**src/hw/rtl/ccmr_pkg.sv**
```systemverilog
// types, codes and reset values for the cruise control mode regulator
// no dependencies; used by ccmr_step, the top level and the checker
package ccmr_pkg;

  localparam int unsigned PADDR_W = 5;

  typedef enum logic [1:0] {
    MODE_OFF   = 2'd0,
    MODE_SPEED = 2'd1,
    MODE_POWER = 2'd2
  } mode_t;

  typedef enum logic [2:0] {
    BLK_NONE  = 3'd0,
    BLK_BRAKE = 3'd1,
    BLK_FAULT = 3'd2,
    BLK_SPEED = 3'd3,
    BLK_PEDAL = 3'd4,
    BLK_LIMIT = 3'd5
  } blk_t;

  typedef enum logic [3:0] {
    EV_NONE         = 4'd0,
    EV_CANCEL_BRAKE = 4'd1,
    EV_CANCEL_WALK  = 4'd2,
    EV_CANCEL_PEDAL = 4'd3,
    EV_CANCEL_USER  = 4'd4,
    EV_RESUME_OK    = 4'd5,
    EV_RB_BRAKE     = 4'd6,
    EV_RB_SPEED     = 4'd7,
    EV_RB_PEDAL     = 4'd8,
    EV_RB_FAULT     = 4'd9,
    EV_RB_LIMIT     = 4'd10,
    EV_ENGAGE_SPEED = 4'd11,
    EV_ENGAGE_POWER = 4'd12
  } ev_t;

  // register word index (paddr[4:2])
  localparam logic [2:0] REG_MIN_ENGAGE = 3'd0;
  localparam logic [2:0] REG_MIN_PHOLD  = 3'd1;
  localparam logic [2:0] REG_GAIN       = 3'd2;
  localparam logic [2:0] REG_MAX_STEP   = 3'd3;
  localparam logic [2:0] REG_RESUME_WIN = 3'd4;

  localparam logic [9:0]  RST_MIN_ENGAGE = 10'd50;
  localparam logic [15:0] RST_MIN_PHOLD  = 16'd50;
  localparam logic [7:0]  RST_GAIN       = 8'd10;
  localparam logic [15:0] RST_MAX_STEP   = 16'd50;
  localparam logic [9:0]  RST_RESUME_WIN = 10'd20;

  typedef struct packed {
    logic [9:0]  min_engage_speed;
    logic [15:0] min_power_hold_watts;
    logic [7:0]  speed_gain;
    logic [15:0] max_step_watts;
    logic [9:0]  resume_speed_window;
  } ccmr_cfg_t;

  typedef struct packed {
    logic        brake;
    logic        press;
    logic        speed_select;
    logic        walk_active;
    logic        pedaling;
    logic [9:0]  speed;
    logic [15:0] req_power;
    logic [15:0] max_power;
    logic        fault;
    logic        limit_is_user;
    logic [9:0]  speed_cap;
    logic [15:0] fallback_power;
  } ccmr_item_t;

  typedef struct packed {
    mode_t       mode;
    logic        needs_ped;
    logic        res_avail;
    logic        res_needs_ped;
    mode_t       res_mode;
    blk_t        last_block;
    logic [9:0]  held_speed;
    logic [15:0] held_power;
    logic [15:0] cur_out;
  } ccmr_state_t;

  typedef struct packed {
    logic [15:0] power_out;
    mode_t       mode;
    logic        resume_ready;
    blk_t        block_reason;
    ev_t         event_code;
  } ccmr_result_t;

endpackage

```
**src/hw/rtl/ccmr_step.sv**
```systemverilog
// per-tick decision and power regulation of the cruise regulator
// depends on ccmr_pkg; purely combinational, state is held by the top level
module ccmr_step
  import ccmr_pkg::*;
(
  input  ccmr_cfg_t    cfg,
  input  ccmr_state_t  st,
  input  ccmr_item_t   it,
  output ccmr_state_t  st_next,
  output ccmr_result_t res
);

  ccmr_state_t mid;
  logic        do_reg;
  logic        drop;
  ev_t         ev;
  logic [9:0]  spd_diff;
  blk_t        blk;
  logic        saved_ok;

  logic signed [10:0] err;
  logic signed [19:0] prod;
  logic signed [19:0] cap_pos;
  logic signed [19:0] step;
  logic signed [20:0] sum;
  logic [15:0]        sat;
  logic [15:0]        spd_out;
  logic [15:0]        pwr_out;

  function automatic ev_t blk_event(input blk_t b);
    ev_t e;
    unique case (b)
      BLK_BRAKE: e = EV_RB_BRAKE;
      BLK_SPEED: e = EV_RB_SPEED;
      BLK_PEDAL: e = EV_RB_PEDAL;
      BLK_FAULT: e = EV_RB_FAULT;
      default:   e = EV_RB_LIMIT;
    endcase
    return e;
  endfunction

  assign spd_diff = (it.speed > st.held_speed) ? (it.speed - st.held_speed)
                                                : (st.held_speed - it.speed);
  assign saved_ok = (st.res_mode == MODE_SPEED) || (st.res_mode == MODE_POWER);

  // resume blocking reason, in priority order
  always_comb begin
    priority if (it.brake)                             blk = BLK_BRAKE;
    else if (it.fault)                                 blk = BLK_FAULT;
    else if (spd_diff > cfg.resume_speed_window)       blk = BLK_SPEED;
    else if (st.res_needs_ped && !it.pedaling)         blk = BLK_PEDAL;
    else if (!it.limit_is_user)                        blk = BLK_LIMIT;
    else                                               blk = BLK_NONE;
  end

  // mode transitions
  always_comb begin
    mid    = st;
    ev     = EV_NONE;
    do_reg = 1'b0;
    drop   = 1'b0;
    priority if (it.brake) begin
      if (st.mode != MODE_OFF) begin
        drop = 1'b1;
        ev   = EV_CANCEL_BRAKE;
      end else if (it.press && st.res_avail) begin
        mid.last_block = BLK_BRAKE;
        ev             = EV_RB_BRAKE;
      end
    end else if (it.walk_active) begin
      if (st.mode != MODE_OFF) begin
        drop = 1'b1;
        ev   = EV_CANCEL_WALK;
      end
    end else if (st.mode != MODE_OFF && st.needs_ped && !it.pedaling) begin
      drop = 1'b1;
      ev   = EV_CANCEL_PEDAL;
    end else if (it.press && st.mode != MODE_OFF) begin
      drop = 1'b1;
      ev   = EV_CANCEL_USER;
    end else if (it.press && st.res_avail) begin
      if (blk == BLK_NONE && saved_ok) begin
        mid.mode      = st.res_mode;
        mid.needs_ped = st.res_needs_ped;
        if (st.res_mode == MODE_SPEED && it.speed_cap != '0 &&
            st.held_speed > it.speed_cap) begin
          mid.held_speed = it.speed_cap;
        end
        mid.cur_out    = (st.held_power != '0) ? st.held_power : it.req_power;
        mid.res_avail  = 1'b0;
        mid.last_block = BLK_NONE;
        ev             = EV_RESUME_OK;
        do_reg         = 1'b1;
      end else begin
        // no reason but a bad saved mode is reported as a limit block
        mid.last_block = (blk == BLK_NONE) ? BLK_LIMIT : blk;
        ev             = blk_event((blk == BLK_NONE) ? BLK_LIMIT : blk);
      end
    end else if (it.press) begin
      if (it.speed >= cfg.min_engage_speed) begin
        if (it.speed_select || it.req_power < cfg.min_power_hold_watts) begin
          mid.mode = MODE_SPEED;
          ev       = EV_ENGAGE_SPEED;
        end else begin
          mid.mode = MODE_POWER;
          ev       = EV_ENGAGE_POWER;
        end
        mid.held_speed = (it.speed_cap != '0 && it.speed > it.speed_cap) ?
                         it.speed_cap : it.speed;
        mid.held_power = (it.req_power != '0) ? it.req_power : it.fallback_power;
        mid.cur_out    = (it.req_power != '0) ? it.req_power : it.fallback_power;
        mid.needs_ped  = it.pedaling;
        mid.res_avail  = 1'b0;
        mid.last_block = BLK_NONE;
        do_reg         = 1'b1;
      end
    end else begin
      do_reg = 1'b1;
    end

    // cancel saves the resume memory
    if (drop) begin
      mid.res_avail     = 1'b1;
      mid.res_needs_ped = st.needs_ped;
      mid.res_mode      = st.mode;
      mid.last_block    = BLK_NONE;
      mid.mode          = MODE_OFF;
      mid.cur_out       = '0;
      mid.needs_ped     = 1'b0;
    end
  end

  // speed-hold: clamped proportional step, then saturate and limit
  assign err     = $signed({1'b0, mid.held_speed}) - $signed({1'b0, it.speed});
  assign prod    = err * $signed({1'b0, cfg.speed_gain});
  assign cap_pos = $signed({4'b0, cfg.max_step_watts});

  always_comb begin
    priority if (prod > cap_pos)  step = cap_pos;
    else if (prod < -cap_pos)     step = -cap_pos;
    else                          step = prod;
  end

  assign sum = $signed({5'b0, mid.cur_out}) + $signed({step[19], step});

  always_comb begin
    priority if (sum < 0)                     sat = '0;
    else if (sum > $signed(21'd65535))        sat = 16'hFFFF;
    else                                      sat = sum[15:0];
  end

  assign spd_out = (it.max_power != '0 && sat > it.max_power) ? it.max_power : sat;
  assign pwr_out = (it.max_power != '0 && mid.held_power > it.max_power) ?
                   it.max_power : mid.held_power;

  always_comb begin
    st_next       = mid;
    res.power_out = it.req_power;
    if (do_reg) begin
      unique case (mid.mode)
        MODE_SPEED: begin
          st_next.cur_out = spd_out;
          res.power_out   = spd_out;
        end
        MODE_POWER: begin
          st_next.cur_out = pwr_out;
          res.power_out   = pwr_out;
        end
        default: res.power_out = it.req_power;
      endcase
    end
    res.mode         = st_next.mode;
    res.resume_ready = st_next.res_avail;
    res.block_reason = st_next.last_block;
    res.event_code   = ev;
  end

endmodule

```
**src/hw/rtl/cruise_control_mode_regulator_unit.sv**
```systemverilog
// top level of the cruise control mode regulator: config registers,
// input register, state and result register; uses ccmr_pkg and ccmr_step
//
// usage:
//   one control tick is one input beat on in_valid/in_stall carrying the
//   rider and drive flags, speed and the requested, limit and fallback powers.
//   each tick gives exactly one result beat on out_valid/out_stall with
//   power_out, mode, resume_ready, block_reason and event_code.
//   an accepted beat passes through the input register and then the result
//   register to the outputs. throughput: one beat per cycle while out_stall
//   is low; the tick logic sits between the input register and the result
//   register, and the mode state updates as a beat moves from one to the
//   other, so the following beat sees it at once. if the receiver stalls,
//   the result register holds its beat, the input register holds at most
//   one more beat, and in_stall is high while it holds one until out_stall drops.
//   configuration is an apb-style port, five 32-bit registers at byte
//   addresses 0..16; the user is to write them only while the block is idle,
//   the block itself does not enforce this. pready is always high and reads
//   return the register value. reset (rst, synchronous) clears mode state,
//   resume memory and both beat valid flags; config registers get their defaults.
module cruise_control_mode_regulator_unit
  import ccmr_pkg::*;
(
  input  logic               clk,
  input  logic               rst,
  input  logic               psel,
  input  logic               penable,
  input  logic               pwrite,
  input  logic [PADDR_W-1:0] paddr,
  input  logic [31:0]        pwdata,
  output logic [31:0]        prdata,
  output logic               pready,
  input  logic               in_valid,
  output logic               in_stall,
  input  logic               brake,
  input  logic               press,
  input  logic               speed_select,
  input  logic               walk_active,
  input  logic               pedaling,
  input  logic [9:0]         speed,
  input  logic [15:0]        req_power,
  input  logic [15:0]        max_power,
  input  logic               fault,
  input  logic               limit_is_user,
  input  logic [9:0]         speed_cap,
  input  logic [15:0]        fallback_power,
  output logic               out_valid,
  input  logic               out_stall,
  output logic [15:0]        power_out,
  output logic [1:0]         mode,
  output logic               resume_ready,
  output logic [2:0]         block_reason,
  output logic [3:0]         event_code
);

  ccmr_cfg_t    cfg;
  ccmr_state_t  st;
  ccmr_state_t  st_next;
  ccmr_item_t   s_item;
  logic         s_valid;
  ccmr_result_t o_res;
  ccmr_result_t res;
  logic         adv;
  logic         cfg_wr;

  assign pready = 1'b1;
  assign cfg_wr = psel && penable && pwrite;

  always_ff @(posedge clk) begin
    if (rst) begin
      cfg.min_engage_speed     <= RST_MIN_ENGAGE;
      cfg.min_power_hold_watts <= RST_MIN_PHOLD;
      cfg.speed_gain           <= RST_GAIN;
      cfg.max_step_watts       <= RST_MAX_STEP;
      cfg.resume_speed_window  <= RST_RESUME_WIN;
    end else if (cfg_wr) begin
      case (paddr[4:2])
        REG_MIN_ENGAGE: cfg.min_engage_speed     <= pwdata[9:0];
        REG_MIN_PHOLD:  cfg.min_power_hold_watts <= pwdata[15:0];
        REG_GAIN:       cfg.speed_gain           <= pwdata[7:0];
        REG_MAX_STEP:   cfg.max_step_watts       <= pwdata[15:0];
        REG_RESUME_WIN: cfg.resume_speed_window  <= pwdata[9:0];
        default: ;
      endcase
    end
  end

  always_comb begin
    case (paddr[4:2])
      REG_MIN_ENGAGE: prdata = {22'd0, cfg.min_engage_speed};
      REG_MIN_PHOLD:  prdata = {16'd0, cfg.min_power_hold_watts};
      REG_GAIN:       prdata = {24'd0, cfg.speed_gain};
      REG_MAX_STEP:   prdata = {16'd0, cfg.max_step_watts};
      REG_RESUME_WIN: prdata = {22'd0, cfg.resume_speed_window};
      default:        prdata = '0;
    endcase
  end

  // beat moves from the input register to the result register
  assign adv      = s_valid && (!out_valid || !out_stall);
  assign in_stall = s_valid && !adv;

  always_ff @(posedge clk) begin
    if (rst) begin
      s_valid <= 1'b0;
    end else if (!in_stall) begin
      s_valid <= in_valid;
    end
  end

  always_ff @(posedge clk) begin
    if (!in_stall && in_valid) begin
      s_item <= '{brake: brake, press: press, speed_select: speed_select,
                  walk_active: walk_active, pedaling: pedaling, speed: speed,
                  req_power: req_power, max_power: max_power,
                  fault: fault, limit_is_user: limit_is_user,
                  speed_cap: speed_cap, fallback_power: fallback_power};
    end
  end

  ccmr_step u_step (
    .cfg     (cfg),
    .st      (st),
    .it      (s_item),
    .st_next (st_next),
    .res     (res)
  );

  always_ff @(posedge clk) begin
    if (rst) begin
      st <= '{mode: MODE_OFF, needs_ped: 1'b0, res_avail: 1'b0,
              res_needs_ped: 1'b0, res_mode: MODE_OFF, last_block: BLK_NONE,
              held_speed: '0, held_power: '0, cur_out: '0};
    end else if (adv) begin
      st <= st_next;
    end
  end

  always_ff @(posedge clk) begin
    if (rst) begin
      out_valid <= 1'b0;
    end else if (adv) begin
      out_valid <= 1'b1;
    end else if (!out_stall) begin
      out_valid <= 1'b0;
    end
  end

  always_ff @(posedge clk) begin
    if (adv) begin
      o_res <= res;
    end
  end

  assign power_out    = o_res.power_out;
  assign mode         = o_res.mode;
  assign resume_ready = o_res.resume_ready;
  assign block_reason = o_res.block_reason;
  assign event_code   = o_res.event_code;

endmodule

```
**config.mk**
```make
export PLATFORM = sky130hd
export DESIGN_NAME = cruise_control_mode_regulator_unit
export DESIGN_NICKNAME = d
export VERILOG_FILES = /design/src/hw/rtl/ccmr_pkg.sv /design/src/hw/rtl/ccmr_step.sv /design/src/hw/rtl/cruise_control_mode_regulator_unit.sv
export SDC_FILE = /design/constraint.sdc
export NUM_CORES = 1
export LEC_CHECK = 0
export ABC_AREA = 1
export ABC_CLOCK_PERIOD_IN_PS = 24100
export BUFFER_PORTS_ARGS = -buffer_cell sky130_fd_sc_hd__buf_2
export CAP_MARGIN = 20
export CORE_AREA = 2 2 202 204
export DETAILED_ROUTE_END_ITERATION = 8
export DIE_AREA = 0 0 204 206
export PLACE_DENSITY = 0.76
export REMOVE_ABC_BUFFERS = 1
export SLEW_MARGIN = 30
export SYNTH_ARGS = -nofsm -noshare
export SYNTH_HDL_FRONTEND = slang
export SYNTH_SLANG_ARGS = --single-unit
```
**constraint.sdc**
```tcl
create_clock -name clk -period 24.1 [get_ports clk]
set_clock_uncertainty 0.15 [all_clocks]
set_input_delay 4.82 -clock clk [delete_from_list [all_inputs] [get_ports clk]]
set_output_delay 4.82 -clock clk [all_outputs]
set_load 0.05 [all_outputs]
```
==> results.sh, run 1 <==
export IMPL_critPathMaxStageDelay_ns=0.62
export IMPL_drt_iter0_markers=1816
export IMPL_synth_ff_type="dfxtp_1"
export IMPL_syn2layout_area_growth_pct=9.118
export IMPL_antenna_found_initial=4
export IMPL_slew_headroom_pct=37.43
export IMPL_critPathBufInv=17
export IMPL_cp_end_kind="flip-flop"
export IMPL_synthXorXnorAreaFrac_pct=2.182
export IMPL_crit_path_frequent_cell="nand2_1"
export IMPL_final_common_cell="nand2_1"
export IMPL_wl_met1_um=24670
export IMPL_clkSinkCount=215
export IMPL_first_global_vias=18092
export IMPL_synth_mux_area_fraction_pct=0.4072
export IMPL_drive_above_1_share_pct=9.242
export IMPL_met3_length_um=5230
export IMPL_synth_top_family_by_area="adder cells"
export IMPL_synth_seq_cells=215
export IMPL_routedWlPerCell_um=18.22
export IMPL_synth_edf_count=101
export IMPL_grt_pass1_wl_um=95340
export IMPL_crit_type="flip-flop to flip-flop"
export IMPL_outcome="finished, final reports clean"
export IMPL_tns_ns=0
export IMPL_p_leak_uw=0.01052
export IMPL_hold_class="flip-flop to flip-flop"
export IMPL_min_period_ns=20.75
export IMPL_power_density_nw_per_um2=149.1
export IMPL_num_rows=74
export IMPL_cts_resized=0
export IMPL_critPathLaunchType="flip-flop"
export IMPL_critPathSlowestCell="nand4_1"
export IMPL_slew_violations=0
export IMPL_cts_buffers=23
export IMPL_pin_count=180
export IMPL_maxCapViolCount=0
export IMPL_post_dp_hpwl_um=46950
export IMPL_routed_wl_um=60220
export IMPL_vias=18860
export IMPL_timing_fmax_ghz=0.04820
export IMPL_cts_tree="yes"
export IMPL_gr_total_overflow=0
export IMPL_period_share_pct=86.09
export IMPL_ys_seq_area_share_pct=27.03
export IMPL_core_area_um2=40180
export IMPL_synth_cell_types=60
export IMPL_nets=3156
export IMPL_worstPathRequired_ns=24.28
export IMPL_highest_layer="met5"
export IMPL_fin_ws_ns=3.353
export IMPL_dp_worst_setup_slack_ns=3.601
export IMPL_synth_adder_area_share_pct=20.91
export IMPL_cts_root_buf="clkbuf_16"
export IMPL_start_util_pct=48.94
export IMPL_setup_viol=0
export IMPL_cp_max_fo=22
export IMPL_die_w_um=204
export IMPL_hold_buffers=0
export IMPL_syn_inst=2663
export IMPL_peakVddDrop_mv=0.1681
export IMPL_syn_avg_cell_area_um2=7.385
export IMPL_synth_cell_area_um2=19670
export IMPL_portBuffers=144
export IMPL_clk_insertion_delay_late_ns=0.54
export IMPL_final_antenna_net_count=0
export IMPL_globalplace_congestion=0.9853
export IMPL_rsz0062_at_grt="no"
export IMPL_routed_via_density=5.707
export IMPL_hold_ws_ns=0.3363
export IMPL_grt_usage_pct=28.57
export IMPL_synth_async_sr_flop_share_pct=0
export IMPL_tightest_slew_ns=0.9375
export IMPL_final_hold_violation_count=0
export IMPL_htreeDepth=1
export IMPL_synth_simple_area_share_pct=18.17
export IMPL_ys_warn_count=0
export IMPL_fp_dieH_um=206
export IMPL_wl_met2_um=27960
export IMPL_design_die_area_um2=42020
export IMPL_clock_path_buffers=3
export IMPL_drc=0
export IMPL_total_power_uw=3200
export IMPL_synth_compound_area_share_pct=19.09
export IMPL_final_cell_mix="512 x nand2_1, 487 x inv_1, 250 x a21oi_1"
export IMPL_crit_family="compound AO/OA/AOI/OAI gates"
export IMPL_grt_max_degree=76
export IMPL_postCtsSetupRepairBufs=0
export IMPL_cp_arrival_ns=20.93
export IMPL_firstDrtPassIters=6
export IMPL_path_clk_slew_ns=0.06
metrics by stage:
stage | cells | util (%) | instance area, µm²
3_5_place_dp | 3261 | 51.57 | 20720
6_report | 3305 | 53.40 | 21460
5_1_grt | 3302 | 53.38 | 21450
2_1_floorplan | 2574 | - | 19230
4_1_cts | 3302 | 53.35 | 21440
3_3_place_gp | 3261 | 51.57 | 20720
final cells by class:
cell class                 count  area, µm²
tap                          532      665.6
multi-input combinational   1851      12040
inverter                     508       1907
clock buffer                  31      605.6
timing repair buffer         155      807.0
fill                        3942      18730
antenna                        3      7.507
sequential                   215       5315
clock inverter                10      108.9
Yosys cell counts, drive strengths merged, types with 3 or more instances:
cell     number  area, µm²
nand3        65      372.9
or2           7      43.79
edfxtp      101       3033
o211ai       51      382.9
o221ai        6      52.55
mux2i         8      80.08
clkbuf       76      285.3
ha          207       2590
o2111ai       9      78.83
clkinv        5      18.77
xnor2        20      175.2
a31oi        19      118.9
nor2        149      618.1
inv         503       1888
o21ai       256       1285
a221oi       13      113.9
a22oi         5      37.54
a211oi       17      127.6
xor2         29      254.0
o22ai        20      125.1
nor4          8      50.05
nand2       528       2042
buf          28      202.7
o21bai        4      30.03
nand4        52      337.8
dfxtp       114       2282
nor3         14      81.33
o221a         3      33.78
fa           76       1521
a21oi       251       1260
metal layers:
metal | up-vias | global-route usage [%]
met5 | - | 0
li1 | 9014 | -
met1 | 8837 | 36.37
met3 | 151 | 4.620
met4 | 2 | 11.57
met2 | 856 | 48.41
worst paths after layout:
| kind | start | endpoint | slack (ns) | depth (start not counted) |
|---|---|---|---|---|
| max | s_item[60] | power_out[8] | 3.35 | 103 |
| min | cfg[43] | cfg[43] | 0.34 | 2 |
| max reg2reg | s_item[60] | power_out[8] | 3.35 | 103 |
| min reg2reg | cfg[43] | cfg[43] | 0.34 | 2 |
state kept, by name, summed over array words and instances, names as in the netlist:
register,flops
mode,2
s_valid,1
out_valid,1
st,52
power_out,16
cfg,60
event_code,4
resume_ready,1
block_reason,3
s_item,75
kinds of logic after synthesis:
logic type      count (synthesis)
buf+inv                       612
compound gates                667
other cells                     2
mux                             8
xor+xnor                       49
simple gates                  827
fa+ha+maj                     283
flops                         215
worst reg2reg max path, delay by kind of cell (launching register included):
kind,cells,cell delay (ns)
xor+xnor,2,0.53
fa+ha+maj,13,5.08
compound gates,35,7.12
simple gates,36,5.03
buf+inv,17,2.14
flops,1,0.47
report_power, final:
group / internal [µW] / leakage (µW) / switching (µW)
Sequential: 402 / 0.00191 / 15.0
Clock: 198 / 0.000347 / 153
Combinational: 804 / 0.00826 / 1630
Total: 1400 / 0.0105 / 1800
Note: power is estimated with default switching activity, not from simulation.
==> run 2, diff against run 1 <==
PLACE_DENSITY = 0.72   (was 0.76)
==> results.sh, run 2 (synthesis gave the netlist of run 1 again) <==
export IMPL_outcome="finished, final reports clean"
export IMPL_tightest_slew_ns=0.9621
export IMPL_min_delay_start="st[45]"
export IMPL_layout_cells_non_filler=3308
export IMPL_r2r_start="s_item[60]"
export IMPL_routedWlPerCell_um=18.24
export IMPL_crit_path_frequent_cell="nand2_1"
export IMPL_maxCapViolCount=0
export IMPL_cts_buffers=24
export IMPL_place_inst=3261
export IMPL_critPathLaunch="s_item[60]"
export IMPL_cp_end_kind="flip-flop"
export IMPL_hold_class="flip-flop to flip-flop"
export IMPL_crit_type="flip-flop to flip-flop"
export IMPL_period_share_pct=86.77
export IMPL_min_period_ns=20.91
export IMPL_clk_insertion_delay_late_ns=0.55
export IMPL_setup_viol=0
export IMPL_firstDrtPassIters=7
export IMPL_top_register="s_item"
export IMPL_power_density_nw_per_um2=149.5
export IMPL_cts_tree="yes"
export IMPL_first_global_vias=17945
export IMPL_critPathSlowestCell="nand4_1"
export IMPL_clkSinkCount=215
export IMPL_reg_largest_list="s_item x75, cfg x60, st x52"
export IMPL_htreeDepth=1
export IMPL_die_w_um=204
export IMPL_final_antenna_net_count=0
export IMPL_drc=0
export IMPL_cts_root_buf="clkbuf_16"
export IMPL_num_rows=74
export IMPL_globalplace_congestion=0.9425
export IMPL_start_util_pct=48.94
export IMPL_fill_cells=3865
export IMPL_routed_wl_um=60330
export IMPL_grt_usage_pct=28.39
export IMPL_drive_above_1_share_pct=9.448
export IMPL_rsz0062_at_grt="no"
export IMPL_fp_dieH_um=206
export IMPL_slew_violations=0
export IMPL_worstPathRequired_ns=24.30
export IMPL_design_die_area_um2=42020
export IMPL_total_power_uw=3223
export IMPL_path_clk_slew_ns=0.06
export IMPL_final_cell_mix="512 x nand2_1, 487 x inv_1, 250 x a21oi_1"
export IMPL_portBuffers=144
export IMPL_largest_register_ffs=75
export IMPL_p_leak_uw=0.01056
export IMPL_gr_total_overflow=0
export IMPL_vias=18816
export IMPL_cp_max_fo=22
export IMPL_grt_max_degree=76
export IMPL_place_area_um2=20730
export IMPL_core_area_um2=40180
export IMPL_hold_ws_ns=0.3339
export IMPL_syn2layout_area_growth_pct=9.627
export IMPL_tns_ns=0
export IMPL_timing_fmax_ghz=0.04782
export IMPL_slew_headroom_pct=35.86
export IMPL_clock_path_buffers=3
export IMPL_antenna_found_initial=2
export IMPL_cp_arrival_ns=21.11
export IMPL_design_area_um2=21560
export IMPL_routed_via_density=5.688
export IMPL_hold_buffers=0
export IMPL_cts_resized=0
export IMPL_postCtsSetupRepairBufs=0
export IMPL_crit_family="compound AO/OA/AOI/OAI gates"
export IMPL_post_dp_hpwl_um=46890
export IMPL_nets=3157
export IMPL_final_hold_violation_count=0
export IMPL_critPathBufInv=16
export IMPL_final_common_cell="nand2_1"
export IMPL_grt_pass1_wl_um=94340
export IMPL_drt_iter0_markers=1972
export IMPL_peakVddDrop_mv=0.1204
export IMPL_critPathLaunchType="flip-flop"
export IMPL_critPathMaxStageDelay_ns=0.64
export IMPL_pin_count=180
[run 2: cell count changes in the layout (fill, tap and decap cells not counted)]
cell | before | now
inv_4 | 0 | 1
clkinv_2 | 4 | 1
clkbuf_8 | 0 | 1
clkbuf_1 | 8 | 4
clkinv_1 | 6 | 7
inv_6 | 0 | 2
clkbuf_16 | 23 | 26
clkinvlp_4 | 1 | 4
clkinv_4 | 2 | 1
[run 2: tightest hold or removal path, stage by stage, from the launching register on]
cell and delay [ns]:
dfxtp_1 0.32, inv_1 0.07, a21oi_1 0.05
[run 2: cell type report]
class	instances	area (µm²)	share of cell area, %
flip-flops and latches	215	5315	24.65
diodes	3	7.507	0.03482
multi-input cells	1851	12040	55.86
clock buffers	31	679.4	3.151
repair buffers	155	807.0	3.743
clock inverters	13	135.1	0.6268
well taps	532	665.6	3.088
inverters	508	1907	8.845
[run 2: worst paths after layout]
kind | endpoint | slack [ns] | depth (start not counted)
hold / removal | st[45] | 0.33 | 2
setup / recovery | power_out[11] | 3.19 | 102
hold reg to reg | st[45] | 0.33 | 2
setup reg to reg | power_out[11] | 3.19 | 102
[run 2: stage by stage]
step	util (%)	setup slack (ns)
floorplan	-	4.744
global placement	51.57	3.817
detailed placement	51.59	3.602
CTS	53.62	3.509
global route	53.63	1.403
finish	53.65	3.187
[run 2: routing by layer]
metal  wire, µm  vias to the layer above  share of wire (%)  global-route usage (%)
met4       2159                        2                3.6                   11.18
met2      27900                      823                 46                   47.62
met1      25580                     8846                 42                   37.43
li1           -                     9007                  -                       -
met3       4665                      138                7.7                   3.374
met5         13                        -              0.022                       0
[run 2: power by group]
part	internal (µW)	switching (µW)
combinational	801	1620
sequential	402	15.1
clock	222	163
total	1430	1800
